`config.mk`:
```
export PLATFORM = sky130hd
export DESIGN_NAME = i2c_bit_master
export DESIGN_NICKNAME = d
export VERILOG_FILES = /design/src/sv/i2cbm_pkg.sv /design/src/sv/i2cbm_core.sv /design/src/sv/i2cbm_obuf.sv /design/src/sv/i2c_bit_master.sv
export VERILOG_INCLUDE_DIRS = /design/src /design/src/sv
export SDC_FILE = /design/constraint.sdc
export NUM_CORES = 1
export LEC_CHECK = 0
export BUFFER_PORTS_ARGS = -buffer_cell sky130_fd_sc_hd__buf_2
export CAP_MARGIN = 30
export CELL_PAD_IN_SITES_DETAIL_PLACEMENT = 1
export CELL_PAD_IN_SITES_GLOBAL_PLACEMENT = 2
export CORE_ASPECT_RATIO = 1.1
export CORE_MARGIN = 2
export CORE_UTILIZATION = 35
export DETAILED_ROUTE_END_ITERATION = 8
export MAX_ROUTING_LAYER = met4
export PLACE_DENSITY_LB_ADDON = 0.2
export SYNTH_ARGS = -nofsm -noshare
export SYNTH_HDL_FRONTEND = slang
export SYNTH_HIERARCHICAL = 1
export SYNTH_SLANG_ARGS = --single-unit
```
`constraint.sdc`:
```
create_clock -name clk -period 8.1 [get_ports clk]
set_input_delay 0.81 -clock clk [delete_from_list [all_inputs] [get_ports clk]]
set_output_delay 0.81 -clock clk [all_outputs]
set_load 0.05 [all_outputs]
```
`src/sv/assert_macros.svh`:
```
// Concurrent check helpers, sampled on clk, idle while arst_n is low.
`ifndef ASSERT_MACROS_SVH
`define ASSERT_MACROS_SVH

// Same-cycle implication.
`define ASSERT_NOW(label, ante, cons) \
	label: assert property (@(posedge clk) disable iff (!arst_n) (ante) |-> (cons)) \
		else $error("assertion failed");

// Next-cycle implication.
`define ASSERT_NEXT(label, ante, cons) \
	label: assert property (@(posedge clk) disable iff (!arst_n) (ante) |=> (cons)) \
		else $error("assertion failed");

`endif

```
`src/sv/i2cbm_pkg.sv`:
```
package i2cbm_pkg;

	typedef enum logic [2:0] {
		CMD_IDLE  = 3'd0,
		CMD_START = 3'd1,
		CMD_SEND  = 3'd2,
		CMD_WACK  = 3'd3,
		CMD_RECV  = 3'd4,
		CMD_SACK  = 3'd5,
		CMD_STOP  = 3'd6
	} cmd_t;

	localparam logic [9:0] ACK_TIMEOUT_RST = 10'd1000;
	localparam logic [3:0] BITS_PER_BYTE   = 4'd8;

	typedef struct packed {
		logic [7:0] rx_byte;
		logic       ok_flag;
		logic       done_res;
		logic       busy_res;
		logic       sda_level;
		logic       scl_level;
	} res_t;

endpackage

```
`src/sv/i2cbm_core.sv`:
```
module i2cbm_core (
	input  logic              clk,
	input  logic              arst_n,
	input  logic              step,
	input  logic [2:0]        cmd,
	input  logic [7:0]        tx_byte,
	input  logic              ack_level,
	input  logic              sda_in,
	input  logic [9:0]        ack_timeout,
	output i2cbm_pkg::res_t   res
);

	i2cbm_pkg::cmd_t act_q, act_n;
	logic [2:0] ph_q, ph_n;
	logic [7:0] sh_q, sh_n;
	logic [3:0] bits_q, bits_n;
	logic [9:0] poll_q, poll_n;
	logic       scl_q, scl_n, sda_q, sda_n;
	logic [7:0] rx_q, rx_n;
	logic       done, ok, cmd_new;

	assign cmd_new = (cmd >= 3'(i2cbm_pkg::CMD_START)) && (cmd <= 3'(i2cbm_pkg::CMD_STOP));

	always_comb begin
		act_n  = act_q;
		ph_n   = ph_q;
		sh_n   = sh_q;
		bits_n = bits_q;
		poll_n = poll_q;
		scl_n  = scl_q;
		sda_n  = sda_q;
		rx_n   = rx_q;
		done   = 1'b0;
		ok     = 1'b0;
		if (act_q == i2cbm_pkg::CMD_IDLE && cmd_new) begin
			act_n  = i2cbm_pkg::cmd_t'(cmd);
			ph_n   = 3'd0;
			bits_n = 4'd0;
			poll_n = 10'd0;
			if (cmd == 3'(i2cbm_pkg::CMD_SEND))
				sh_n = tx_byte;
			else if (cmd == 3'(i2cbm_pkg::CMD_SACK))
				sh_n = {7'd0, ack_level};
			else
				sh_n = 8'd0;
		end
		unique case (act_n)
			i2cbm_pkg::CMD_START: begin
				unique case (ph_n)
					3'd0: begin
						sda_n = 1'b1;
						ph_n  = 3'd1;
					end
					3'd1: begin
						scl_n = 1'b1;
						if (!sda_in) begin
							done = 1'b1;
						end else begin
							ph_n = 3'd2;
						end
					end
					3'd2: begin
						sda_n = 1'b0;
						if (sda_in) begin
							done = 1'b1;
						end else begin
							ph_n = 3'd3;
						end
					end
					default: begin
						scl_n = 1'b0;
						done  = 1'b1;
						ok    = 1'b1;
					end
				endcase
			end
			i2cbm_pkg::CMD_SEND: begin
				unique case (ph_n)
					3'd0: begin
						scl_n = 1'b0;
						ph_n  = 3'd1;
					end
					3'd1: begin
						sda_n = sh_n[7];
						ph_n  = 3'd2;
					end
					3'd2: begin
						scl_n = 1'b1;
						ph_n  = 3'd3;
					end
					default: begin
						scl_n  = 1'b0;
						sh_n   = {sh_n[6:0], 1'b0};
						bits_n = bits_n + 4'd1;
						if (bits_n >= i2cbm_pkg::BITS_PER_BYTE) begin
							done = 1'b1;
						end else begin
							ph_n = 3'd1;
						end
					end
				endcase
			end
			i2cbm_pkg::CMD_WACK: begin
				unique case (ph_n)
					3'd0: begin
						sda_n = 1'b1;
						ph_n  = 3'd1;
					end
					3'd1, 3'd2: begin
						if (ph_n == 3'd1)
							scl_n = 1'b1;
						if (!sda_in) begin
							ph_n = 3'd3;
						end else begin
							poll_n = poll_n + 10'd1;
							if (poll_n >= ack_timeout || poll_n == 10'd0)
								ph_n = 3'd4;
							else
								ph_n = 3'd2;
						end
					end
					3'd3: begin
						scl_n = 1'b0;
						done  = 1'b1;
						ok    = 1'b1;
					end
					default: begin
						scl_n = 1'b0;
						done  = 1'b1;
					end
				endcase
			end
			i2cbm_pkg::CMD_RECV: begin
				unique case (ph_n)
					3'd0: begin
						sda_n = 1'b1;
						sh_n  = 8'd0;
						ph_n  = 3'd1;
					end
					3'd1: begin
						scl_n = 1'b1;
						sh_n  = {sh_n[6:0], sda_in};
						ph_n  = 3'd2;
					end
					default: begin
						scl_n  = 1'b0;
						bits_n = bits_n + 4'd1;
						if (bits_n >= i2cbm_pkg::BITS_PER_BYTE) begin
							rx_n = sh_n;
							done = 1'b1;
						end else begin
							ph_n = 3'd1;
						end
					end
				endcase
			end
			i2cbm_pkg::CMD_SACK: begin
				unique case (ph_n)
					3'd0: begin
						sda_n = sh_n[0];
						ph_n  = 3'd1;
					end
					3'd1: begin
						scl_n = 1'b1;
						ph_n  = 3'd2;
					end
					default: begin
						scl_n = 1'b0;
						done  = 1'b1;
					end
				endcase
			end
			i2cbm_pkg::CMD_STOP: begin
				unique case (ph_n)
					3'd0: begin
						scl_n = 1'b0;
						ph_n  = 3'd1;
					end
					3'd1: begin
						sda_n = 1'b0;
						ph_n  = 3'd2;
					end
					3'd2: begin
						scl_n = 1'b1;
						ph_n  = 3'd3;
					end
					default: begin
						sda_n = 1'b1;
						done  = 1'b1;
					end
				endcase
			end
			default: begin
				act_n = i2cbm_pkg::CMD_IDLE;
			end
		endcase
		if (done) begin
			act_n = i2cbm_pkg::CMD_IDLE;
			ph_n  = 3'd0;
		end
	end

	always_ff @(posedge clk or negedge arst_n) begin
		if (!arst_n) begin
			act_q  <= i2cbm_pkg::CMD_IDLE;
			ph_q   <= 3'd0;
			sh_q   <= 8'd0;
			bits_q <= 4'd0;
			poll_q <= 10'd0;
			scl_q  <= 1'b1;
			sda_q  <= 1'b1;
			rx_q   <= 8'd0;
		end else if (step) begin
			act_q  <= act_n;
			ph_q   <= ph_n;
			sh_q   <= sh_n;
			bits_q <= bits_n;
			poll_q <= poll_n;
			scl_q  <= scl_n;
			sda_q  <= sda_n;
			rx_q   <= rx_n;
		end
	end

	always_comb begin
		res.scl_level = scl_n;
		res.sda_level = sda_n;
		res.busy_res  = (act_n != i2cbm_pkg::CMD_IDLE);
		res.done_res  = done;
		res.ok_flag   = ok;
		res.rx_byte   = rx_n;
	end

endmodule

```
`src/sv/i2cbm_obuf.sv`:
```
module i2cbm_obuf (
	input  logic            clk,
	input  logic            arst_n,
	input  logic            load,
	input  i2cbm_pkg::res_t res,
	input  logic            take,
	output logic            full,
	output i2cbm_pkg::res_t held
);

	logic            full_q;
	i2cbm_pkg::res_t res_q;

	always_ff @(posedge clk or negedge arst_n) begin
		if (!arst_n) begin
			full_q <= 1'b0;
		end else if (load) begin
			full_q <= 1'b1;
		end else if (take) begin
			full_q <= 1'b0;
		end
	end

	always_ff @(posedge clk) begin
		if (load) begin
			res_q <= res;
		end
	end

	assign full = full_q;
	assign held = res_q;

endmodule

```
`src/sv/i2c_bit_master.sv`:
```
// channel   dir  bits  content
// s_*       in   13    one bus tick: command, byte, ack level, sampled SDA
// m_*       out  13    pin levels and status after that tick
// ack_*     in   10    acknowledge poll limit, written with ack_timeout_we
//
// One tick per clock cycle while the output is not stalled; the result of a
// tick sits in the output register in the cycle after the tick beat is taken.
// A new tick is taken whenever the output register is empty or being read.
// Reset releases both pins, clears the command state and sets the limit to 1000.
// A stalled result holds the bus state; no tick is taken meanwhile.
`include "assert_macros.svh"

module i2c_bit_master (
	input  logic        clk,
	input  logic        arst_n,
	input  logic        s_tvalid,
	output logic        s_tready,
	input  logic [15:0] s_tdata,           // cmd[2:0] tx_byte[10:3] ack_level[11] sda_in[12]
	output logic        m_tvalid,
	input  logic        m_tready,
	output logic [15:0] m_tdata,           // scl[0] sda[1] busy[2] done[3] ok[4] rx_byte[12:5]
	input  logic        ack_timeout_we,
	input  logic [9:0]  ack_timeout_wdata
);

	logic [9:0]      ack_timeout_q;
	logic            step;
	i2cbm_pkg::res_t res, held;

	always_ff @(posedge clk or negedge arst_n) begin
		if (!arst_n) begin
			ack_timeout_q <= i2cbm_pkg::ACK_TIMEOUT_RST;
		end else if (ack_timeout_we) begin
			ack_timeout_q <= ack_timeout_wdata;
		end
	end

	assign s_tready = !m_tvalid || m_tready;
	assign step     = s_tvalid && s_tready;

	i2cbm_core u_core (
		.clk         (clk),
		.arst_n      (arst_n),
		.step        (step),
		.cmd         (s_tdata[2:0]),
		.tx_byte     (s_tdata[10:3]),
		.ack_level   (s_tdata[11]),
		.sda_in      (s_tdata[12]),
		.ack_timeout (ack_timeout_q),
		.res         (res)
	);

	i2cbm_obuf u_obuf (
		.clk    (clk),
		.arst_n (arst_n),
		.load   (step),
		.res    (res),
		.take   (m_tready),
		.full   (m_tvalid),
		.held   (held)
	);

	assign m_tdata = {3'd0, held.rx_byte, held.ok_flag, held.done_res, held.busy_res,
		held.sda_level, held.scl_level};

	`ASSERT_NOW(a_no_take_when_stalled, m_tvalid && !m_tready, !s_tready)
	`ASSERT_NOW(a_done_not_busy, m_tvalid, !(m_tdata[3] && m_tdata[2]))
	`ASSERT_NOW(a_ok_with_done, m_tvalid && m_tdata[4], m_tdata[3])
	`ASSERT_NEXT(a_step_fills, step, m_tvalid)

endmodule
```
==> results of run 1 <==
==> logic make-up (layout without fill, tap and decap cells) <==
| group | Yosys count | count (layout) | synth area share, % |
|---|---|---|---|
| buffers and inverters | 65 | 88 | 7.28 |
| AND/OR/NAND/NOR | 165 | 165 | 19.2 |
| flip-flops | 62 | 62 | 37.9 |
| XOR/XNOR | 13 | 13 | 2.65 |
| multiplexers | 18 | 18 | 5.42 |
| AO/OA/AOI/OAI | 161 | 161 | 24.6 |
| other | 1 | 3 | 0.0873 |
| adder cells (fa/ha/maj) | 10 | 10 | 2.91 |
==> flip-flops by register name, summed over array words and instances (netlist names) <==
register,flops
u_core/sh_q,8
ack_timeout_q,10
u_core/poll_q,10
u_core/act_q,3
u_core/scl_q,1
u_core/sda_q,1
u_obuf/held,13
u_core/rx_q,8
u_core/bits_q,4
u_obuf/full,1
u_core/ph_q,3
==> metal layers <==
layer / part of all wire (%) / track usage, % / up-vias
met4: 2.2 / 6.88 / 0
met5: 0 / - / -
met3: 4.1 / 3.18 / 18
met2: 48 / 34.6 / 85
met1: 46 / 28.8 / 1905
li1: - / - / 1843
==> how the worst max path moves through the flow <==
stage                     slack, ns                   startpoint                    endpoint
after CTS                      4.49  u_core/act_q[0]$_DFFE_PN0P_  u_core/ph_q[1]$_DFFE_PN0P_
final                          4.46  u_core/act_q[0]$_DFFE_PN0P_  u_core/ph_q[1]$_DFFE_PN0P_
after global routing           4.10  u_core/act_q[0]$_DFFE_PN0P_  u_core/ph_q[1]$_DFFE_PN0P_
after global placement         4.45                   s_tdata[0]  u_core/ph_q[1]$_DFFE_PN0P_
after detailed placement       4.39                   s_tdata[0]  u_core/ph_q[1]$_DFFE_PN0P_
after floorplan                4.58                   s_tdata[0]  u_core/ph_q[1]$_DFFE_PN0P_
==> synthesized netlist by cell type, drive strengths merged, types with 7 or more instances <==
cell type / number / share of area (%)
o21ai: 36 / 4.2
o22ai: 8 / 1.2
nor3: 10 / 1.2
a31oi: 13 / 1.9
dfstp: 8 / 4.9
clkbuf: 21 / 1.8
and3: 7 / 1.0
and2: 9 / 1.3
inv: 21 / 1.8
a21oi: 42 / 5.0
nand2: 41 / 3.6
dfrtp: 41 / 24
mux2: 12 / 4.0
edfxtp: 13 / 9.1
ha: 10 / 2.9
nand3: 16 / 1.9
xor2: 7 / 1.4
buf: 23 / 3.6
nor2: 48 / 4.2
==> final cells by class <==
class	instances	area [um2]	area share, %
clock buffer	9	225	4.61
clock inverter	7	96.3	1.97
inverter	21	78.8	1.61
multi-input combinational	370	2370	48.5
sequential	62	1630	33.3
tap	154	193	3.94
timing repair buffer	51	298	6.10
==> power groups by stage <==
| stage | clock network, mW | logic [mW] | registers (mW) |
|---|---|---|---|
| after detailed placement | 0 | 0.749 | 0.467 |
| after floorplan | 0 | 0.564 | 0.459 |
| after global placement | 0 | 0.724 | 0.465 |
| after CTS | 0.436 | 0.753 | 0.462 |
| after global routing | 0.447 | 0.834 | 0.474 |
| final | 0.422 | 0.754 | 0.463 |
==> worst max-delay path: stages, from the launching register on <==
cell      delay (ns)
dfrtp_1         0.58
nor3_1          0.48
and3_2          0.24
buf_4           0.47
nor2_1          0.13
ha_1            0.35
nand3_1         0.09
nor4_1          0.29
o31ai_1         0.16
a311oi_1        0.36
o32a_1          0.22
a221oi_1        0.07
==> per-stage QoR <==
step,total power [mW],setup slack (ns),cells
2_1_floorplan,1.02,4.58,497
3_3_place_gp,1.19,4.45,657
3_5_place_dp,1.22,4.39,658
4_1_cts,1.65,4.49,674
5_1_grt,1.75,4.10,674
6_report,1.64,4.46,674
==> layout by cell type, fill, tap and decap left out, types with 7 or more instances in the layout <==
master / instances
a21oi_1: 41
a31oi_1: 13
and2_1: 8
buf_2: 42
buf_4: 8
clkbuf_16: 9
dfrtp_1: 41
dfstp_2: 8
edfxtp_1: 13
ha_1: 10
inv_1: 21
mux2_4: 10
nand2_1: 41
nand3_1: 16
nor2_1: 48
nor3_1: 10
o21ai_0: 32
o22ai_1: 8
xor2_1: 7
==> impl_metrics.yaml, run 1 <==
floorplanning:
  core-area_mm2: 0.0120
  initial_core_util_pct: 35.7
  io_pins: 49
  dieHeight_um: 120
  rows: 42
  die_area_mm2: 0.0132
  chipWidth_um: 110
cells_and_area:
  drive_gt1_share_pct: 19.0
  finalNetCount: 556
  stdcell_area_mm2: 0.00488
  final_util_pct: 40.6
  area_growth_pct: 13.7
  fillers: 1446
  antenna_cells: 0
min_path:
  hold_path_end: "u_core/rx_q[1]$_DFFE_PN0P_"
  hp-start: "u_core/rx_q[1]$_DFFE_PN0P_"
  hp-class: "reg2reg"
  hold_depth: 2
clocking:
  cts_root_buf: "clkbuf_16"
  cts_resized: 0
  cts_buffers: 9
  cts_tree: "yes"
  clock_latency_ns: 0.34
  clock_path_buffers: 2
  cts_hold_buffers: 0
  cts.sinks: 62
  cts_max_level: 3
  post_cts.repair.setup_buffers: 0
  clk_pin_slew_ns: 0.06
power_and_ir_drop:
  power.share.sequential_pct: 28.2
  leakagePower_nw: 2.09
  pwr-share-comb_pct: 46.0
  clock_power_share_pct: 25.8
  switchingPower_mw: 0.712
  ir_worst_vdd_mv: 0.221
  power_density_mw_per_mm2: 335
  swShare_pct: 43.5
  internal-power_mw: 0.926
placed_design:
  gp_congestion: 0.826
  dpl_cell_area_mm2: 0.00456
  dp_hpwl_um: 8780
  io_buffers: 42
grt:
  grt_util_all_layers_pct: 21.8
  antenna_found_initial: 0
  grt_max_degree: 50
  grt_pass1_wl_um: 21600
  overflow: 0
  first_global_vias: 4070
timing:
  fmax_mhz: 275
  clock_skew_ns: 0.00572
  period_minus_slack_ns: 3.64
  whs_ns: 0.478
  hold_viol: 0
  final_max_slew_viol_count: 0
  tightest_slew_ns: 0.867
  rsz0062_at_grt: "no"
  max-slew-margin-rel_pct: 42.0
  setup_violations: 0
  period_share_pct: 44.9
  fin_setup_tns_ns: 0
run:
  drv_cap: 0
routing:
  wl_per_cell_um: 19.1
  drt-total-wl_um: 12800
  drt-initial-drc-count: 181
  via_count: 3851
  drc: 0
  dr.pass1.iters: 4
  vias_per_cell: 5.71
  drtAntennaViolNets: 0
worst_setup_path:
  reg2reg_depth: 11
  critPathArrivalTime_ns: 3.82
  worstPathMaxFanout: 45
  setup.worst_path.start_class: "flip-flop"
  reg2reg_from: "u_core/act_q[0]$_DFFE_PN0P_"
  critical_path_required_ns: 8.28
  timing.rr.end: "u_core/ph_q[1]$_DFFE_PN0P_"
  reg2reg_slack_ns: 4.46
  critPathKind: "reg2reg"
  crit_path_end_kind: "flip-flop"
run_status:
  status: "complete, no violations"
logic_synthesis:
  async_flop_share_pct: 79.0
  ys_ff_latch: 62
  syn_avg_cell_area_um2: 8.68
  ys_seq_area_share_pct: 37.9
  synthCells: 495
  synth_area_mm2: 0.00430
  synth.distinct_cells: 67
  synth_edf_count: 13
  ys_warn_count: 6
  synthFlopType: "dfrtp_1"
(Power assumes the default switching activity.)
==> inputs of run 2 (changes only) <==
--- a/config.mk
+++ b/config.mk
@@ -12,7 +12,7 @@
 export CELL_PAD_IN_SITES_GLOBAL_PLACEMENT = 2
 export CORE_ASPECT_RATIO = 1.1
 export CORE_MARGIN = 2
-export CORE_UTILIZATION = 35
+export CORE_UTILIZATION = 33
 export DETAILED_ROUTE_END_ITERATION = 8
 export MAX_ROUTING_LAYER = met4
 export PLACE_DENSITY_LB_ADDON = 0.2
==> constraint.sdc (replaced) <==
create_clock -name clk -period 3.3 [get_ports clk]
set_input_delay 0.33 -clock clk [delete_from_list [all_inputs] [get_ports clk]]
set_output_delay 0.33 -clock clk [all_outputs]
set_load 0.05 [all_outputs]
==> run 2 against run 1 <==
  * Count of clock-buffer cells in the layout is the same
  * Sequential power increased by 140%
  * Global-route usage down 0.96 points
  * Critical endpoint unchanged
==> impl_metrics.yaml, run 2 (same netlist as run 1, synthesis figures left out) <==
routing:
  drc: 0
  drt-total-wl_um: 13500
  vias_per_cell: 5.66
  drtAntennaViolNets: 0
  dr.pass1.iters: 5
  drt-initial-drc-count: 206
  wl_per_cell_um: 19.7
  via_count: 3897
floorplanning:
  chipWidth_um: 113
  dieHeight_um: 124
  rows: 43
  core-area_mm2: 0.0126
  die_area_mm2: 0.0139
  io_pins: 49
  initial_core_util_pct: 34.0
grt:
  antenna_found_initial: 0
  grt_max_degree: 36
  overflow: 0
  grt_util_all_layers_pct: 20.9
  first_global_vias: 4026
  grt_pass1_wl_um: 21800
worst_setup_path:
  crit_path_frequent_cell: "a311oi_1"
  worstPathCellList: "nand3_2 -> nor3_1 -> nand2_1 -> xor2_1 -> nor2_1 -> ha_1 -> a21oi_1 -> a21boi_0 -> a311oi_1 -> a311oi_1 -> o32a_1 -> a221oi_1"
  crit_slowest_cell: "dfrtp_1"
  setup.worst_path.start_class: "flip-flop"
  cpPeakStageDelay_ns: 0.45
  crit_path_end_kind: "flip-flop"
  critPathKind: "reg2reg"
  worstPathMaxFanout: 6
  critPathArrivalTime_ns: 3.16
  critical_path_required_ns: 3.54
min_path:
  hp-class: "in2async"
cells_and_area:
  final_cells: 689
  area_growth_pct: 15.5
  finalNetCount: 568
  fillers: 1487
  largest_register_ffs: 13
  drive_gt1_share_pct: 21.2
  layout_common_cells: "nor2_1 (48), buf_2 (42), nand2_1 (41), a21oi_1 (41), dfrtp_1 (40)"
  antenna_cells: 0
  mostFrequentLayoutCell: "nor2_1"
clocking:
  cts_tree: "yes"
  clock_latency_ns: 0.34
  cts_buffers: 9
  clk_pin_slew_ns: 0.06
  cts.sinks: 62
  clock_path_buffers: 2
  cts_max_level: 3
  cts_root_buf: "clkbuf_16"
timing:
  period_minus_slack_ns: 2.92
  rsz0062_at_grt: "no"
  setup_violations: 0
  clock_skew_ns: 0.00297
  fin_setup_tns_ns: 0
  max-slew-margin-rel_pct: 43.7
  fmax_mhz: 342
  tightest_slew_ns: 0.844
  whs_ns: 0.0892
  hold_viol: 0
  period_share_pct: 88.5
  final_max_slew_viol_count: 0
power_and_ir_drop:
  swShare_pct: 43.7
  total_power_mw: 4.07
  ir_worst_vdd_mv: 0.327
  leakagePower_nw: 2.14
  clock_power_share_pct: 25.3
  switchingPower_mw: 1.78
  power.share.sequential_pct: 27.4
  power_density_mw_per_mm2: 820
  internal-power_mw: 2.29
  pwr-share-comb_pct: 47.3
placed_design:
  dp_hpwl_um: 9690
  gp_congestion: 0.863
  dp_cells: 673
  io_buffers: 42
run:
  drv_cap: 0
run_status:
  status: "complete, no violations"
==> run 2: area by class of cell <==
cell class / count / area [um2] / share of cell area (%)
Sequential cell: 62 / 1630 / 32.8
Multi-Input combinational cell: 370 / 2380 / 47.9
Clock inverter: 7 / 87.6 / 1.77
Tap cell: 157 / 196 / 3.96
Timing Repair Buffer: 63 / 368 / 7.41
Inverter: 21 / 78.8 / 1.59
Clock buffer: 9 / 225 / 4.54
==> run 2: repair_timing <==
action | 4_1_cts | 5_1_grt
hold buffers | 0 | 0
buffers inserted | 0 | 0
hold endpoints to repair | 0 | 0
endpoints found under the setup margin | 0 | 1
gates resized for setup | 0 | 3
==> run 2: power groups by stage <==
stage / combinational [mW] / clock, mW / sequential, mW
4_1_cts: 1.92 / 1.06 / 1.11
3_3_place_gp: 1.86 / 0 / 1.12
3_5_place_dp: 1.90 / 0 / 1.12
5_1_grt: 2.12 / 1.09 / 1.14
6_report: 1.92 / 1.03 / 1.12
2_1_floorplan: 1.39 / 0 / 1.13
==> run 2: per-stage QoR <==
stage               util [%]  cell area [um2]  setup slack [ns]
detailed placement      36.7             4640             0.285
global route            39.2             4960            0.0628
CTS                     39.1             4950             0.243
floorplan                  -             4300             0.132
global placement        36.6             4630             0.353
finish                  39.2             4960             0.379
==> run 2: worst paths after layout <==
check | start | endpoint | slack (ns) | depth (start not counted)
setup / recovery | u_core/poll_q[1]$_DFFE_PN0P_ | u_core/ph_q[1]$_DFFE_PN0P_ | 0.38 | 12
hold / removal | arst_n | u_core/rx_q[4]$_DFFE_PN0P_ | 0.09 | 1
setup reg to reg | u_core/poll_q[1]$_DFFE_PN0P_ | u_core/ph_q[1]$_DFFE_PN0P_ | 0.38 | 12
hold reg to reg | u_core/rx_q[7]$_DFFE_PN0P_ | u_core/rx_q[7]$_DFFE_PN0P_ | 0.49 | 2
max in group asynchronous | arst_n | u_core/sda_q$_DFFE_PN1P_ | 2.40 | 2
min in group clk | ack_timeout_wdata[9] | ack_timeout_q[9]$_DFFE_PN1P_ | 0.22 | 2
==> run 2: metal layers <==
metal	share of wire, %	GRT usage [%]	vias up	wire length, um
li1	-	-	1860	-
met1	46	26.6	1938	6200
met2	49	33.7	82	6580
met3	4.0	3.50	17	539
met4	1.7	7.55	0	228
met5	0	-	-	0
==> run 2: critical path: cells and delay by family, from the launching register on <==
family | cells | cell delay, ns
AOI/OAI and AO/OA | 6 | 1.20
adders and majority gates | 1 | 0.33
and+or+nand+nor | 4 | 0.64
xor gates and xnor gates | 1 | 0.18
DFF | 1 | 0.45
==> inputs of run 3 (changes only) <==
--- a/config.mk
+++ b/config.mk
@@ -12,11 +12,10 @@
 export CELL_PAD_IN_SITES_GLOBAL_PLACEMENT = 2
 export CORE_ASPECT_RATIO = 1.1
 export CORE_MARGIN = 2
-export CORE_UTILIZATION = 33
+export CORE_UTILIZATION = 32
 export DETAILED_ROUTE_END_ITERATION = 8
 export MAX_ROUTING_LAYER = met4
 export PLACE_DENSITY_LB_ADDON = 0.2
 export SYNTH_ARGS = -nofsm -noshare
 export SYNTH_HDL_FRONTEND = slang
-export SYNTH_HIERARCHICAL = 1
 export SYNTH_SLANG_ARGS = --single-unit
==> run 3 against run 2 <==
  * Setup slack worse by 0.14 ns
  * Non-clock buffer count is 6 higher
  * Register-to-register slack worse by 0.14 ns
  * Utilization is 1.1 points higher
  * Sequential share of layout area is 2.1 points higher
  * Synthesized cell count is 14% lower
  * Count of clock-buffer cells in the layout stayed put
==> impl_metrics.yaml, run 3 <==
min_path:
  hp-class: "in2async"
timing:
  max-slew-margin-rel_pct: 37.9
  whs_ns: 0.0942
  tightest_slew_ns: 0.932
  fin_setup_tns_ns: 0
  period_share_pct: 92.7
  hold_viol: 0
  clock_skew_ns: 0.00519
  fmax_mhz: 327
  final_max_slew_viol_count: 0
  setup_violations: 0
  period_minus_slack_ns: 3.06
  rsz0062_at_grt: "no"
logic_synthesis:
  ys_warn_count: 0
  synth_top_area_share_pct: 26.9
  synth_edf_count: 13
  yosysTopAreaCell: "dfrtp_1"
  synth_area_leaders: "dfrtp_1 (27%), edfxtp_1 (10%), dfstp_2 (5.5%)"
  synth.distinct_cells: 67
  syn_avg_cell_area_um2: 8.95
  synthFlopType: "dfrtp_1"
  synthCells: 427
  yosysMostFrequentCell: "nand2_1"
  synth_common_cells: "nand2_1 (49), dfrtp_1 (41), o21ai_0 (34)"
  ys_ff_latch: 62
  synth_area_mm2: 0.00382
  async_flop_share_pct: 79.0
  ys_seq_area_share_pct: 42.6
routing:
  drtAntennaViolNets: 0
  vias_per_cell: 5.44
  drc: 0
  drt-total-wl_um: 11000
  wl_per_cell_um: 17.4
  via_count: 3441
  drt-initial-drc-count: 137
  dr.pass1.iters: 4
cells_and_area:
  largest_register_ffs: 13
  final_util_pct: 40.3
  antenna_cells: 0
  area_growth_pct: 21.8
  layout_common_cells: "nand2_1 (49), buf_2 (42), dfrtp_1 (41)"
  finalNetCount: 520
  fillers: 1347
  drive_gt1_share_pct: 24.3
  mostFrequentLayoutCell: "nand2_1"
worst_setup_path:
  setup.worst_path.start_class: "flip-flop"
  worstPathMaxFanout: 4
  reg2reg_slack_ns: 0.24
  critical_path_required_ns: 3.57
  crit_path_end_kind: "flip-flop"
  critPathArrivalTime_ns: 3.33
  critPathKind: "reg2reg"
clocking:
  clock_latency_ns: 0.34
  clock_path_buffers: 2
  cts_root_buf: "clkbuf_16"
  clk_pin_slew_ns: 0.06
  cts_hold_buffers: 0
  cts_buffers: 9
  cts.sinks: 62
  cts_tree: "yes"
  cts_max_level: 3
floorplanning:
  io_pins: 49
  rows: 41
  dieHeight_um: 119
  chipWidth_um: 108
  die_area_mm2: 0.0128
  initial_core_util_pct: 33.1
  core-area_mm2: 0.0115
run:
  drv_cap: 0
power_and_ir_drop:
  ir_worst_vdd_mv: 0.305
  leakagePower_nw: 2.02
  power_density_mw_per_mm2: 812
grt:
  overflow: 0
  grt_util_all_layers_pct: 19.1
  first_global_vias: 3705
  grt_max_degree: 35
  grt_pass1_wl_um: 18800
  antenna_found_initial: 0
placed_design:
  gp_congestion: 0.847
  dp_hpwl_um: 8000
  io_buffers: 42
run_status:
  status: "complete, no violations"
[run 3: cell types whose count changed in the layout (fill, tap and decap cells not counted), moves of 6 or more]
cell	before	now
o221ai_1	1	7
o21ai_1	4	13
nand2_1	41	49
o31ai_1	6	0
mux2_4	10	0
a31oi_1	13	5
nor2_1	48	31
mux2_2	2	10
buf_4	21	27
a21oi_1	41	27
nor3_1	10	1
[run 3: repair_timing]
action                     in CTS  in global routing
setup buffers                   0                  1
gates resized for setup         0                  8
setup endpoints to repair       0                  2
[run 3: routing by layer]
metal	global-route usage (%)	vias up	part of all wire, %
met5	-	-	0
met4	7.29	0	2.0
met3	3.14	16	3.0
met2	30.9	49	49
met1	23.9	1719	46
li1	-	1657	-
[run 3: final cells by class]
type / count / area (um2) / area share [%]
timing repair buffer: 69 / 413 / 8.87
multi-input combinational: 317 / 2010 / 43.3
clock inverter: 7 / 120 / 2.58
sequential: 62 / 1630 / 34.9
tap: 150 / 188 / 4.03
clock buffer: 9 / 225 / 4.84
inverter: 18 / 67.6 / 1.45
[run 3: power by group]
part / switching [mW] / internal, mW / leakage [nW]
clock: 0.369 / 0.741 / 0.166
combinational: 1.03 / 0.572 / 1.10
sequential: 0.126 / 0.945 / 0.745
[run 3: logic make-up (layout without fill, tap and decap cells)]
logic type,after synthesis,count (layout),synth area share [%]
AO/OA/AOI/OAI,141,141,24.1
multiplexers,12,12,3.47
AND/OR/NAND/NOR,140,140,18.0
adder cells (fa/ha/maj),12,12,3.93
buffers and inverters,50,103,5.76
flip-flops,62,62,42.6
other,1,3,0.0982
XOR/XNOR,9,9,2.06
[run 3: final timing paths]
kind	startpoint	endpoint	depth (start not counted)
min in group clk	ack_timeout_wdata[2]	ack_timeout_q[2]$_DFFE_PN0P_	3
hold reg to reg	u_core.sh_q[0]$_DFFE_PN0P_	u_core.sh_q[0]$_DFFE_PN0P_	2
setup reg to reg	u_core.act_q[0]$_DFFE_PN0P_	u_core.ph_q[1]$_DFFE_PN0P_	16
max in group asynchronous	arst_n	u_core.sda_q$_DFFE_PN1P_	2
hold / removal	arst_n	u_core.rx_q[5]$_DFFE_PN0P_	1
setup / recovery	u_core.act_q[0]$_DFFE_PN0P_	u_core.ph_q[1]$_DFFE_PN0P_	16
[run 3: critical path: stages (launching register included)]
cell       delay, ns
dfrtp_1         0.38
nor3_2          0.17
buf_4           0.14
nand3_2         0.14
and2_1          0.21
ha_2            0.20
nand3_1         0.10
nor3_1          0.05
o21ai_1         0.18
inv_1           0.10
ha_1            0.21
a2111oi_2       0.29
o21ai_1         0.13
a41oi_2         0.20
o32ai_2         0.12
o2111ai_1       0.22
a22o_1          0.15
[run 3: per-stage QoR]
stage	instances	setup slack [ns]	total power, mW	cell area, um2
floorplan	429	0.0248	2.17	3830
global placement	615	-0.0280	2.64	4270
detailed placement	615	-0.170	2.67	4270
CTS	631	0.0337	3.81	4620
global route	632	0.0313	4.04	4650
finish	632	0.242	3.78	4650
